`src/rtl/core/brf_pkg.sv`:
```
// ----------------------------------------------------------------------------
// brf_pkg
// Shared types, codes and helpers of the byte ring FIFO with claim lock.
// ----------------------------------------------------------------------------
package brf_pkg;

	// Physical depth of the byte store
	localparam int DEPTH = 256;
	localparam int STORE_AW = (DEPTH > 1) ? $clog2(DEPTH) : 1;

	// Largest usable ring size: store depth, at most the 8-bit index range
	localparam logic [8:0] SIZE_CAP = (DEPTH < 256) ? 9'(DEPTH) : 9'd256;
	localparam logic [8:0] SIZE_RESET = 9'd256;

	// Configuration register byte addresses
	localparam logic [2:0] ADDR_BUFFER_SIZE = 3'd0;

	typedef enum logic [2:0] {
		ACT_READ    = 3'd0,
		ACT_WRITE   = 3'd1,
		ACT_CLAIM   = 3'd2,
		ACT_FILL    = 3'd3,
		ACT_RELEASE = 3'd4
	} action_t;

	// Byte store access for one word
	typedef struct packed {
		logic                wr_en;
		logic                rd_en;
		logic [STORE_AW-1:0] addr;
		logic [7:0]          wdata;
	} mem_req_t;

	// Status of one word, without the popped byte
	typedef struct packed {
		logic       ok;
		logic       is_read;
		logic [7:0] claimed_slot;
		logic       not_empty;
		logic       has_space;
		logic [8:0] fill_level;
	} status_t;

	// Map a ring index onto a store address
	function automatic logic [STORE_AW-1:0] to_addr(input logic [7:0] idx);
		logic [STORE_AW+7:0] wide;
		wide = {{STORE_AW{1'b0}}, idx};
		return wide[STORE_AW-1:0];
	endfunction

	// Step an index by one, wrapping at the ring size
	function automatic logic [7:0] advance(input logic [7:0] idx, input logic [8:0] size);
		logic [8:0] nxt;
		nxt = {1'b0, idx} + 9'd1;
		return (nxt >= size) ? 8'd0 : nxt[7:0];
	endfunction

endpackage

```
`src/rtl/core/brf_store.sv`:
```
// ----------------------------------------------------------------------------
// brf_store
// Byte store: one synchronous write or read per cycle, registered read data.
// ----------------------------------------------------------------------------
module brf_store
	import brf_pkg::*;
(
	input  logic       clk,
	input  mem_req_t   req,
	output logic [7:0] rdata
);

	logic [7:0] mem [DEPTH];
	logic [7:0] rdata_q;

	// Write on request; hold read data until the next read
	always_ff @(posedge clk) begin
		if (req.wr_en) begin
			mem[req.addr] <= req.wdata;
		end
		if (req.rd_en) begin
			rdata_q <= mem[req.addr];
		end
	end

	assign rdata = rdata_q;

endmodule

```
`src/rtl/core/brf_ctrl.sv`:
```
// ----------------------------------------------------------------------------
// brf_ctrl
// Ring pointers, fill count and claim lock: decide each word and issue the
// matching byte store access.
// ----------------------------------------------------------------------------
module brf_ctrl
	import brf_pkg::*;
(
	input  logic       clk,
	input  logic       arst_n,
	input  logic       take,
	input  logic [2:0] action,
	input  logic [7:0] data_byte,
	input  logic [7:0] slot_index,
	input  logic [8:0] buffer_size,
	input  logic       cfg_clear,
	output mem_req_t   mem_req,
	output status_t    status
);

	logic [7:0] head_q, tail_q, lock_slot_q;
	logic [8:0] used_q;
	logic       lock_active_q;

	logic [7:0] head_d, tail_d, lock_slot_d, cslot;
	logic [8:0] used_d, size;
	logic       lock_active_d, ok, is_read;

	// Clamp the configured size to the usable range
	always_comb begin
		if (buffer_size == 9'd0) begin
			size = 9'd1;
		end else if (buffer_size > SIZE_CAP) begin
			size = SIZE_CAP;
		end else begin
			size = buffer_size;
		end
	end

	// Decide the word and compute the next pointer state
	always_comb begin
		head_d        = head_q;
		tail_d        = tail_q;
		used_d        = used_q;
		lock_active_d = lock_active_q;
		lock_slot_d   = lock_slot_q;
		ok            = 1'b0;
		is_read       = 1'b0;
		cslot         = 8'd0;
		mem_req.wr_en = 1'b0;
		mem_req.rd_en = 1'b0;
		mem_req.addr  = to_addr(head_q);
		mem_req.wdata = data_byte;
		case (action_t'(action))
			ACT_READ: begin
				if (used_q != 9'd0 && !(lock_active_q && lock_slot_q == tail_q)) begin
					ok            = 1'b1;
					is_read       = 1'b1;
					mem_req.rd_en = take;
					mem_req.addr  = to_addr(tail_q);
					tail_d        = advance(tail_q, size);
					used_d        = used_q - 9'd1;
				end
			end
			ACT_WRITE: begin
				if (used_q < size && !(lock_active_q && lock_slot_q == head_q)) begin
					ok            = 1'b1;
					mem_req.wr_en = take;
					head_d        = advance(head_q, size);
					used_d        = used_q + 9'd1;
				end
			end
			ACT_CLAIM: begin
				if (used_q < size && !(lock_active_q && lock_slot_q == head_q)) begin
					ok    = 1'b1;
					cslot = head_q;
					if (!lock_active_q) begin
						lock_active_d = 1'b1;
						lock_slot_d   = head_q;
					end
					head_d = advance(head_q, size);
					used_d = used_q + 9'd1;
				end
			end
			ACT_FILL: begin
				if ({1'b0, slot_index} < size) begin
					ok            = 1'b1;
					mem_req.wr_en = take;
					mem_req.addr  = to_addr(slot_index);
				end
			end
			ACT_RELEASE: begin
				ok            = 1'b1;
				lock_active_d = 1'b0;
				lock_slot_d   = 8'd0;
			end
			default: begin
			end
		endcase
	end

	// Status seen after the word
	always_comb begin
		status.ok           = ok;
		status.is_read      = is_read;
		status.claimed_slot = cslot;
		status.not_empty    = (used_d != 9'd0);
		status.has_space    = (used_d < size);
		status.fill_level   = used_d;
	end

	// Advance pointer state; a size write empties the ring
	always_ff @(posedge clk or negedge arst_n) begin
		if (!arst_n) begin
			head_q        <= 8'd0;
			tail_q        <= 8'd0;
			used_q        <= 9'd0;
			lock_active_q <= 1'b0;
			lock_slot_q   <= 8'd0;
		end else if (cfg_clear) begin
			head_q        <= 8'd0;
			tail_q        <= 8'd0;
			used_q        <= 9'd0;
			lock_active_q <= 1'b0;
			lock_slot_q   <= 8'd0;
		end else if (take) begin
			head_q        <= head_d;
			tail_q        <= tail_d;
			used_q        <= used_d;
			lock_active_q <= lock_active_d;
			lock_slot_q   <= lock_slot_d;
		end
	end

	// Fill count never exceeds the largest usable ring size
	a_used_cap: assert property (@(posedge clk) disable iff (!arst_n)
		used_q <= SIZE_CAP)
		else $error("fill count above capacity");

	// An idle lock carries slot zero
	a_lock_idle: assert property (@(posedge clk) disable iff (!arst_n)
		!lock_active_q |-> lock_slot_q == 8'd0)
		else $error("lock slot set while unlocked");

	// Pointers stay inside the ring
	a_ptr_range: assert property (@(posedge clk) disable iff (!arst_n)
		({1'b0, head_q} < size) && ({1'b0, tail_q} < size))
		else $error("ring pointer out of range");

	// A popped word lowers the fill count by one
	a_pop_count: assert property (@(posedge clk) disable iff (!arst_n)
		(take && !cfg_clear && is_read) |=> used_q == $past(used_q) - 9'd1)
		else $error("pop did not lower fill count");

endmodule

```
`src/rtl/core/brf_outq.sv`:
```
// ----------------------------------------------------------------------------
// brf_outq
// Result path: a stage that meets the store read data, then the output
// register that holds a word while the sink stalls.
// ----------------------------------------------------------------------------
module brf_outq
	import brf_pkg::*;
(
	input  logic       clk,
	input  logic       arst_n,
	input  logic       take,
	input  status_t    status,
	input  logic [7:0] mem_rdata,
	output logic       busy,
	output logic       out_valid,
	input  logic       out_stall,
	output logic       ok,
	output logic [7:0] read_data,
	output logic [7:0] claimed_slot,
	output logic       not_empty,
	output logic       has_space,
	output logic [8:0] fill_level
);

	logic    valid_s1;
	status_t status_s1;
	logic    out_valid_q;
	status_t status_q;
	logic [7:0] rdata_q;
	logic    adv;

	// The stage drains whenever the output register is free or leaving
	assign adv  = !out_valid_q || !out_stall;
	assign busy = valid_s1 && !adv;

	// Advance stage and output valid flags
	always_ff @(posedge clk or negedge arst_n) begin
		if (!arst_n) begin
			valid_s1    <= 1'b0;
			out_valid_q <= 1'b0;
		end else begin
			if (take) begin
				valid_s1 <= 1'b1;
			end else if (adv) begin
				valid_s1 <= 1'b0;
			end
			if (adv) begin
				out_valid_q <= valid_s1;
			end
		end
	end

	// Hold payload; store read data lands beside the stage
	always_ff @(posedge clk) begin
		if (take) begin
			status_s1 <= status;
		end
		if (adv && valid_s1) begin
			status_q <= status_s1;
			rdata_q  <= status_s1.is_read ? mem_rdata : 8'd0;
		end
	end

	assign out_valid    = out_valid_q;
	assign ok           = status_q.ok;
	assign read_data    = rdata_q;
	assign claimed_slot = status_q.claimed_slot;
	assign not_empty    = status_q.not_empty;
	assign has_space    = status_q.has_space;
	assign fill_level   = status_q.fill_level;

endmodule

```
`src/rtl/core/byte_ring_fifo_with_claim_lock.sv`:
```
// ----------------------------------------------------------------------------
// byte_ring_fifo_with_claim_lock
// Circular byte FIFO with a one-slot claim lock, configuration register port
// and a registered result path.
//
//   channel  direction  handshake            payload
//   in       sink       in_valid / in_stall  action, data_byte, slot_index
//   out      source     out_valid/out_stall  ok, read_data, claimed_slot,
//                                            not_empty, has_space, fill_level
//   cfg      APB slave  psel/penable/pready  buffer_size at byte address 0
//
// One word per cycle while in_stall is low; a taken word passes the stage
// register and then the output register before its result's valid rises.
// The byte store sees at most one access per word, so reads never meet a
// write in flight. The stage in front of the output register stalls the
// input only when both hold a word and the sink stalls. Reset empties the
// ring, drops the lock and sets the size to 256; stored bytes are kept. A
// size write empties the ring the same way.
// ----------------------------------------------------------------------------
module byte_ring_fifo_with_claim_lock
	import brf_pkg::*;
(
	input  logic        clk,
	input  logic        arst_n,
	input  logic        psel,
	input  logic        penable,
	input  logic        pwrite,
	input  logic [2:0]  paddr,
	input  logic [31:0] pwdata,
	output logic [31:0] prdata,
	output logic        pready,
	input  logic        in_valid,
	output logic        in_stall,
	input  logic [2:0]  action,
	input  logic [7:0]  data_byte,
	input  logic [7:0]  slot_index,
	output logic        out_valid,
	input  logic        out_stall,
	output logic        ok,
	output logic [7:0]  read_data,
	output logic [7:0]  claimed_slot,
	output logic        not_empty,
	output logic        has_space,
	output logic [8:0]  fill_level
);

	logic [8:0] buffer_size_q;
	logic       cfg_wr, take, busy;
	mem_req_t   mem_req;
	status_t    status;
	logic [7:0] mem_rdata;

	// Decode register write
	assign pready = 1'b1;
	assign cfg_wr = psel && penable && pwrite && pready && (paddr == ADDR_BUFFER_SIZE);

	always_ff @(posedge clk or negedge arst_n) begin
		if (!arst_n) begin
			buffer_size_q <= SIZE_RESET;
		end else if (cfg_wr) begin
			buffer_size_q <= pwdata[8:0];
		end
	end

	// Register read back
	assign prdata = (paddr == ADDR_BUFFER_SIZE) ? {23'd0, buffer_size_q} : 32'd0;

	// Accept a word unless the result path is full
	assign in_stall = busy;
	assign take     = in_valid && !busy;

	brf_ctrl u_ctrl (
		.clk         (clk),
		.arst_n      (arst_n),
		.take        (take),
		.action      (action),
		.data_byte   (data_byte),
		.slot_index  (slot_index),
		.buffer_size (buffer_size_q),
		.cfg_clear   (cfg_wr),
		.mem_req     (mem_req),
		.status      (status)
	);

	brf_store u_store (
		.clk   (clk),
		.req   (mem_req),
		.rdata (mem_rdata)
	);

	brf_outq u_outq (
		.clk          (clk),
		.arst_n       (arst_n),
		.take         (take),
		.status       (status),
		.mem_rdata    (mem_rdata),
		.busy         (busy),
		.out_valid    (out_valid),
		.out_stall    (out_stall),
		.ok           (ok),
		.read_data    (read_data),
		.claimed_slot (claimed_slot),
		.not_empty    (not_empty),
		.has_space    (has_space),
		.fill_level   (fill_level)
	);

endmodule

```
`config.mk`:
```
export PLATFORM = sky130hd
export DESIGN_NAME = byte_ring_fifo_with_claim_lock
export DESIGN_NICKNAME = d
export VERILOG_FILES = /design/src/rtl/core/brf_pkg.sv /design/src/rtl/core/brf_store.sv /design/src/rtl/core/brf_ctrl.sv /design/src/rtl/core/brf_outq.sv /design/src/rtl/core/byte_ring_fifo_with_claim_lock.sv
export SDC_FILE = /design/constraint.sdc
export NUM_CORES = 2
export LEC_CHECK = 0
export BUFFER_PORTS_ARGS = -buffer_cell sky130_fd_sc_hd__buf_2
export CAP_MARGIN = 10
export CORE_MARGIN = 2
export CORE_UTILIZATION = 55
export CTS_CLUSTER_DIAMETER = 50
export CTS_CLUSTER_SIZE = 16
export DETAILED_ROUTE_END_ITERATION = 8
export PLACE_DENSITY = 0.78
export SYNTH_ARGS = -nofsm -noshare
export SYNTH_HDL_FRONTEND = slang
export SYNTH_SLANG_ARGS = --single-unit
```
`constraint.sdc`:
```
create_clock -name clk -period 14.5 [get_ports clk]
set_clock_uncertainty 0.2 [all_clocks]
set_input_delay 0.725 -clock clk [delete_from_list [all_inputs] [get_ports clk]]
set_output_delay 0.725 -clock clk [all_outputs]
set_load 0.05 [all_outputs]
```
==> flow_metrics.env <==
export IMPL_status="finished, final reports clean"
export IMPL_max_slew_worst_pin_slew_ns=1.408
export IMPL_mostFrequentLayoutCells="2105 x edfxtp_1, 480 x mux4_2, 278 x nor2_1, 169 x clkbuf_16, 168 x a22oi_1"
export IMPL_cts_root_buf="clkbuf_16"
export IMPL_dieArea_um2=157200
export IMPL_portBuffers=76
export IMPL_row_count=144
export IMPL_finalCritPeriodShare=0.5841
export IMPL_area_growth_pct=8.407
export IMPL_grt_max_degree=176
export IMPL_fin_setup_tns_ns=0
export IMPL_synth_area_per_cell_um2=20.06
export IMPL_r2r_end="u_store.rdata[1]"
export IMPL_slowest_delay_ns=1.10
export IMPL_ys_async_sr_fraction=0.02093
export IMPL_core_region_area_um2=153500
export IMPL_maxSlewViolCount=0
export IMPL_ys_flop_type="edfxtp_1"
export IMPL_worstPathMaxFanout=108
export IMPL_finalCriticalPeriod_ns=8.469
export IMPL_clock_latency_ns=0.81
export IMPL_grt_setup_unrepaired="false"
export IMPL_drt_first_pass_iters=9
export IMPL_max_slew_margin_rel=0.06133
export IMPL_grt_overflow_total=0
export IMPL_worstSetupEndpointType="register"
export IMPL_hold_viol=0
export IMPL_vias_per_cell=6.682
export IMPL_placed_area_um2=86920
export IMPL_setup_worst_path_start="buffer_size_q[8]"
export IMPL_cp_required_ns=14.80
export IMPL_ys_seq_area_frac=0.7595
export IMPL_hp_class="register to register"
export IMPL_nNetsFinal=4381
export IMPL_synthAdderAreaFrac=0.006499
export IMPL_power_leakage_nw=28.98
export IMPL_drt_wirelength_per_cell_um=31.03
export IMPL_clk_pin_slew_worst_paths_ns=0.07
export IMPL_max_vdd_ir_drop_mv=0.1333
export IMPL_synth_top_family_by_area="multiplexers"
export IMPL_htree_levels=4
export IMPL_synth_compound_area_frac=0.04320
export IMPL_io_pins=124
export IMPL_drc=0
export IMPL_fp_dieW_um=396.5
export IMPL_drv_cap=0
export IMPL_reg2reg_slack_ns=6.03
export IMPL_nFillCells=10340
export IMPL_post_cts_repair_setup_buffers=0
export IMPL_wl_um=198300
export IMPL_grtUsageTotal=0.2522
export IMPL_crit_path_cell_trace="clkinv_1, nand2_1, ha_1, and3_1, a221o_1, a211o_1, or2_1, a31oi_4, buf_4, buf_12, buf_12, mux4_2, a22oi_1, a21oi_1, nor4_1, nor4_1"
export IMPL_place_hpwl_um=111200
export IMPL_clock_path_buffers=3
export IMPL_yosysWarnings=0
export IMPL_ant_nets=0
export IMPL_grt_first_pass_wirelength_um=288000
export IMPL_syn_inst=4223
export IMPL_power_density_nw_per_um2=156.1
export IMPL_timing_fmax_ghz=0.1181
export IMPL_ys_seq_elements=2150
export IMPL_cpMaxStageDelayCell="nor4_1"
export IMPL_antenna_found_initial=4
export IMPL_cp_endpoint="u_store.rdata[1]"
export IMPL_final_area_um2=91840
export IMPL_synthMuxAreaShare=0.1347
export IMPL_cp_start_kind="register"
export IMPL_synth_edf_count=2105
export IMPL_crit_arrival_ns=8.77
export IMPL_setup_viol=0
export IMPL_gp_congestion=0.9277
export IMPL_critPathKind="register to register"
export IMPL_synthXorXnorAreaFrac=0.003205
export IMPL_synth_simple_gate_area_frac=0.03438
export IMPL_synth_cell_types=77
export IMPL_final_common_cell="edfxtp_1"
export IMPL_num_vias=42710
export IMPL_syn_area_um2=84710
export IMPL_cts_tree="done"
export IMPL_r2r_start="buffer_size_q[8]"
export IMPL_drtIter0Drc=6483
export IMPL_reg2reg_depth=16
export IMPL_cts_sinks=2150
export IMPL_cts_buffers=164
export IMPL_die_h_um=396.5
export IMPL_initial_core_util=0.5519
export IMPL_grt_pass1_vias=42270
export IMPL_drive_gt1_frac=0.2006
export IMPL_finish_utilization=0.5983
export IMPL_p_total_mw=14.34
worst max-delay path: cells and delay by family, from the launching register on:
kind	cells	cell delay [ns]
AOI/OAI and AO/OA	5	1.55
and+or+nand+nor	5	2.03
adders and majority gates	1	0.30
DFF	1	0.61
muxes	1	0.63
buffers and inverters	4	2.34
per-layer routing:
metal	share of wire	wire length, um	GRT usage
met1	0.37	72590	0.3454
met2	0.48	94860	0.3976
met3	0.11	22100	0.05552
met4	0.044	8655	0.1037
met5	0.00056	112	0.002771
through the flow:
| stage | std cells | hold slack [ns] | setup slack, ns |
|---|---|---|---|
| floorplan | 4245 | 0.2003 | 9.536 |
| finish | 6392 | 0.2171 | 6.031 |
| global placement | 6141 | 0.2021 | 6.457 |
| global route | 6392 | 0.2331 | 5.578 |
| detailed placement | 6141 | 0.2045 | 6.332 |
| CTS | 6390 | 0.1682 | 6.348 |
kinds of logic after synthesis:
group | Yosys count
fa+ha+maj | 44
other cells | 2
mux | 539
xor+xnor | 31
flops | 2150
simple gates | 618
compound gates | 537
buf+inv | 302
what timing repair did:
action | 4_1_cts | 5_1_grt
endpoints found under the hold margin | 55 | 0
gates resized for setup | 0 | 0
hold buffers | 12 | 0
cell usage after synthesis, drive strengths merged, types with 4 or more instances:
master | number | share of area
a211oi | 14 | 0.0012
a21o | 29 | 0.0026
a21oi | 140 | 0.0083
a221oi | 21 | 0.0022
a222oi | 4 | 0.00047
a22o | 38 | 0.0039
a22oi | 168 | 0.015
a31oi | 10 | 0.00074
and2 | 32 | 0.0024
and3 | 9 | 0.00066
and4 | 4 | 0.00041
buf | 152 | 0.012
clkbuf | 129 | 0.0058
dfrtp | 44 | 0.013
edfxtp | 2105 | 0.75
ha | 44 | 0.0065
inv | 18 | 0.00080
mux2 | 8 | 0.0011
mux2i | 51 | 0.0060
mux4 | 480 | 0.13
nand2 | 124 | 0.0057
nand2b | 17 | 0.0013
nand3 | 30 | 0.0018
nand3b | 4 | 0.00035
nand4 | 10 | 0.00074
nor2 | 279 | 0.012
nor2b | 6 | 0.00044
nor3 | 18 | 0.0013
nor3b | 5 | 0.00044
nor4 | 55 | 0.0043
o2111ai | 9 | 0.00093
o21ai | 41 | 0.0024
o22ai | 36 | 0.0027
or2 | 11 | 0.00081
or3 | 4 | 0.00030
xnor2 | 18 | 0.0019
xor2 | 13 | 0.0013
sequential cells by signal, summed over array words and instances (netlist names):
name                  cells
u_outq.not_empty          1
u_ctrl.used_q             9
u_outq.status_s1         21
u_outq.fill_level         9
u_outq.read_data          8
u_outq.out_valid          1
u_store.mem            2048
u_outq.has_space          1
u_outq.claimed_slot       8
u_ctrl.head_q             8
u_ctrl.tail_q             8
u_outq.valid_s1           1
u_ctrl.lock_slot_q        8
u_store.rdata             8
u_ctrl.lock_active_q      1
buffer_size_q             9
u_outq.ok                 1
how the worst min path moves through the flow:
| stage | startpoint | depth (start not counted) | slack, ns | endpoint |
|---|---|---|---|---|
| 2_1_floorplan | u_outq.status_s1[11] | 0 | 0.20 | u_outq.claimed_slot[0] |
| 3_3_place_gp | u_outq.status_s1[16] | 0 | 0.20 | u_outq.claimed_slot[5] |
| 3_5_place_dp | u_outq.status_s1[5] | 0 | 0.20 | u_outq.fill_level[5] |
| 4_1_cts | action[0] | 3 | 0.17 | u_ctrl.lock_active_q |
| 5_1_grt | u_outq.status_s1[18] | 0 | 0.23 | u_outq.claimed_slot[7] |
| 6_report | u_outq.status_s1[5] | 0 | 0.22 | u_outq.fill_level[5] |
layout make-up:
cell class	count	area, um^2	share of cell area
Antenna cell	1	2.502	0.00002725
Clock buffer	186	4303	0.04685
Clock inverter	51	489.2	0.005327
Inverter	21	78.83	0.0008583
Multi-Input combinational cell	1793	18980	0.2066
Sequential cell	2150	64340	0.7006
Tap cell	2044	2557	0.02785
Timing Repair Buffer	146	1091	0.01188
report_power, final:
| part | switching (mW) | leakage [nW] | internal [mW] |
|---|---|---|---|
| registers | 0.0651 | 19.5 | 6.88 |
| logic | 1.75 | 7.11 | 1.37 |
| clock network | 2.07 | 2.34 | 2.19 |
| total | 3.89 | 29.0 | 10.4 |
(Power assumes the default switching activity.)
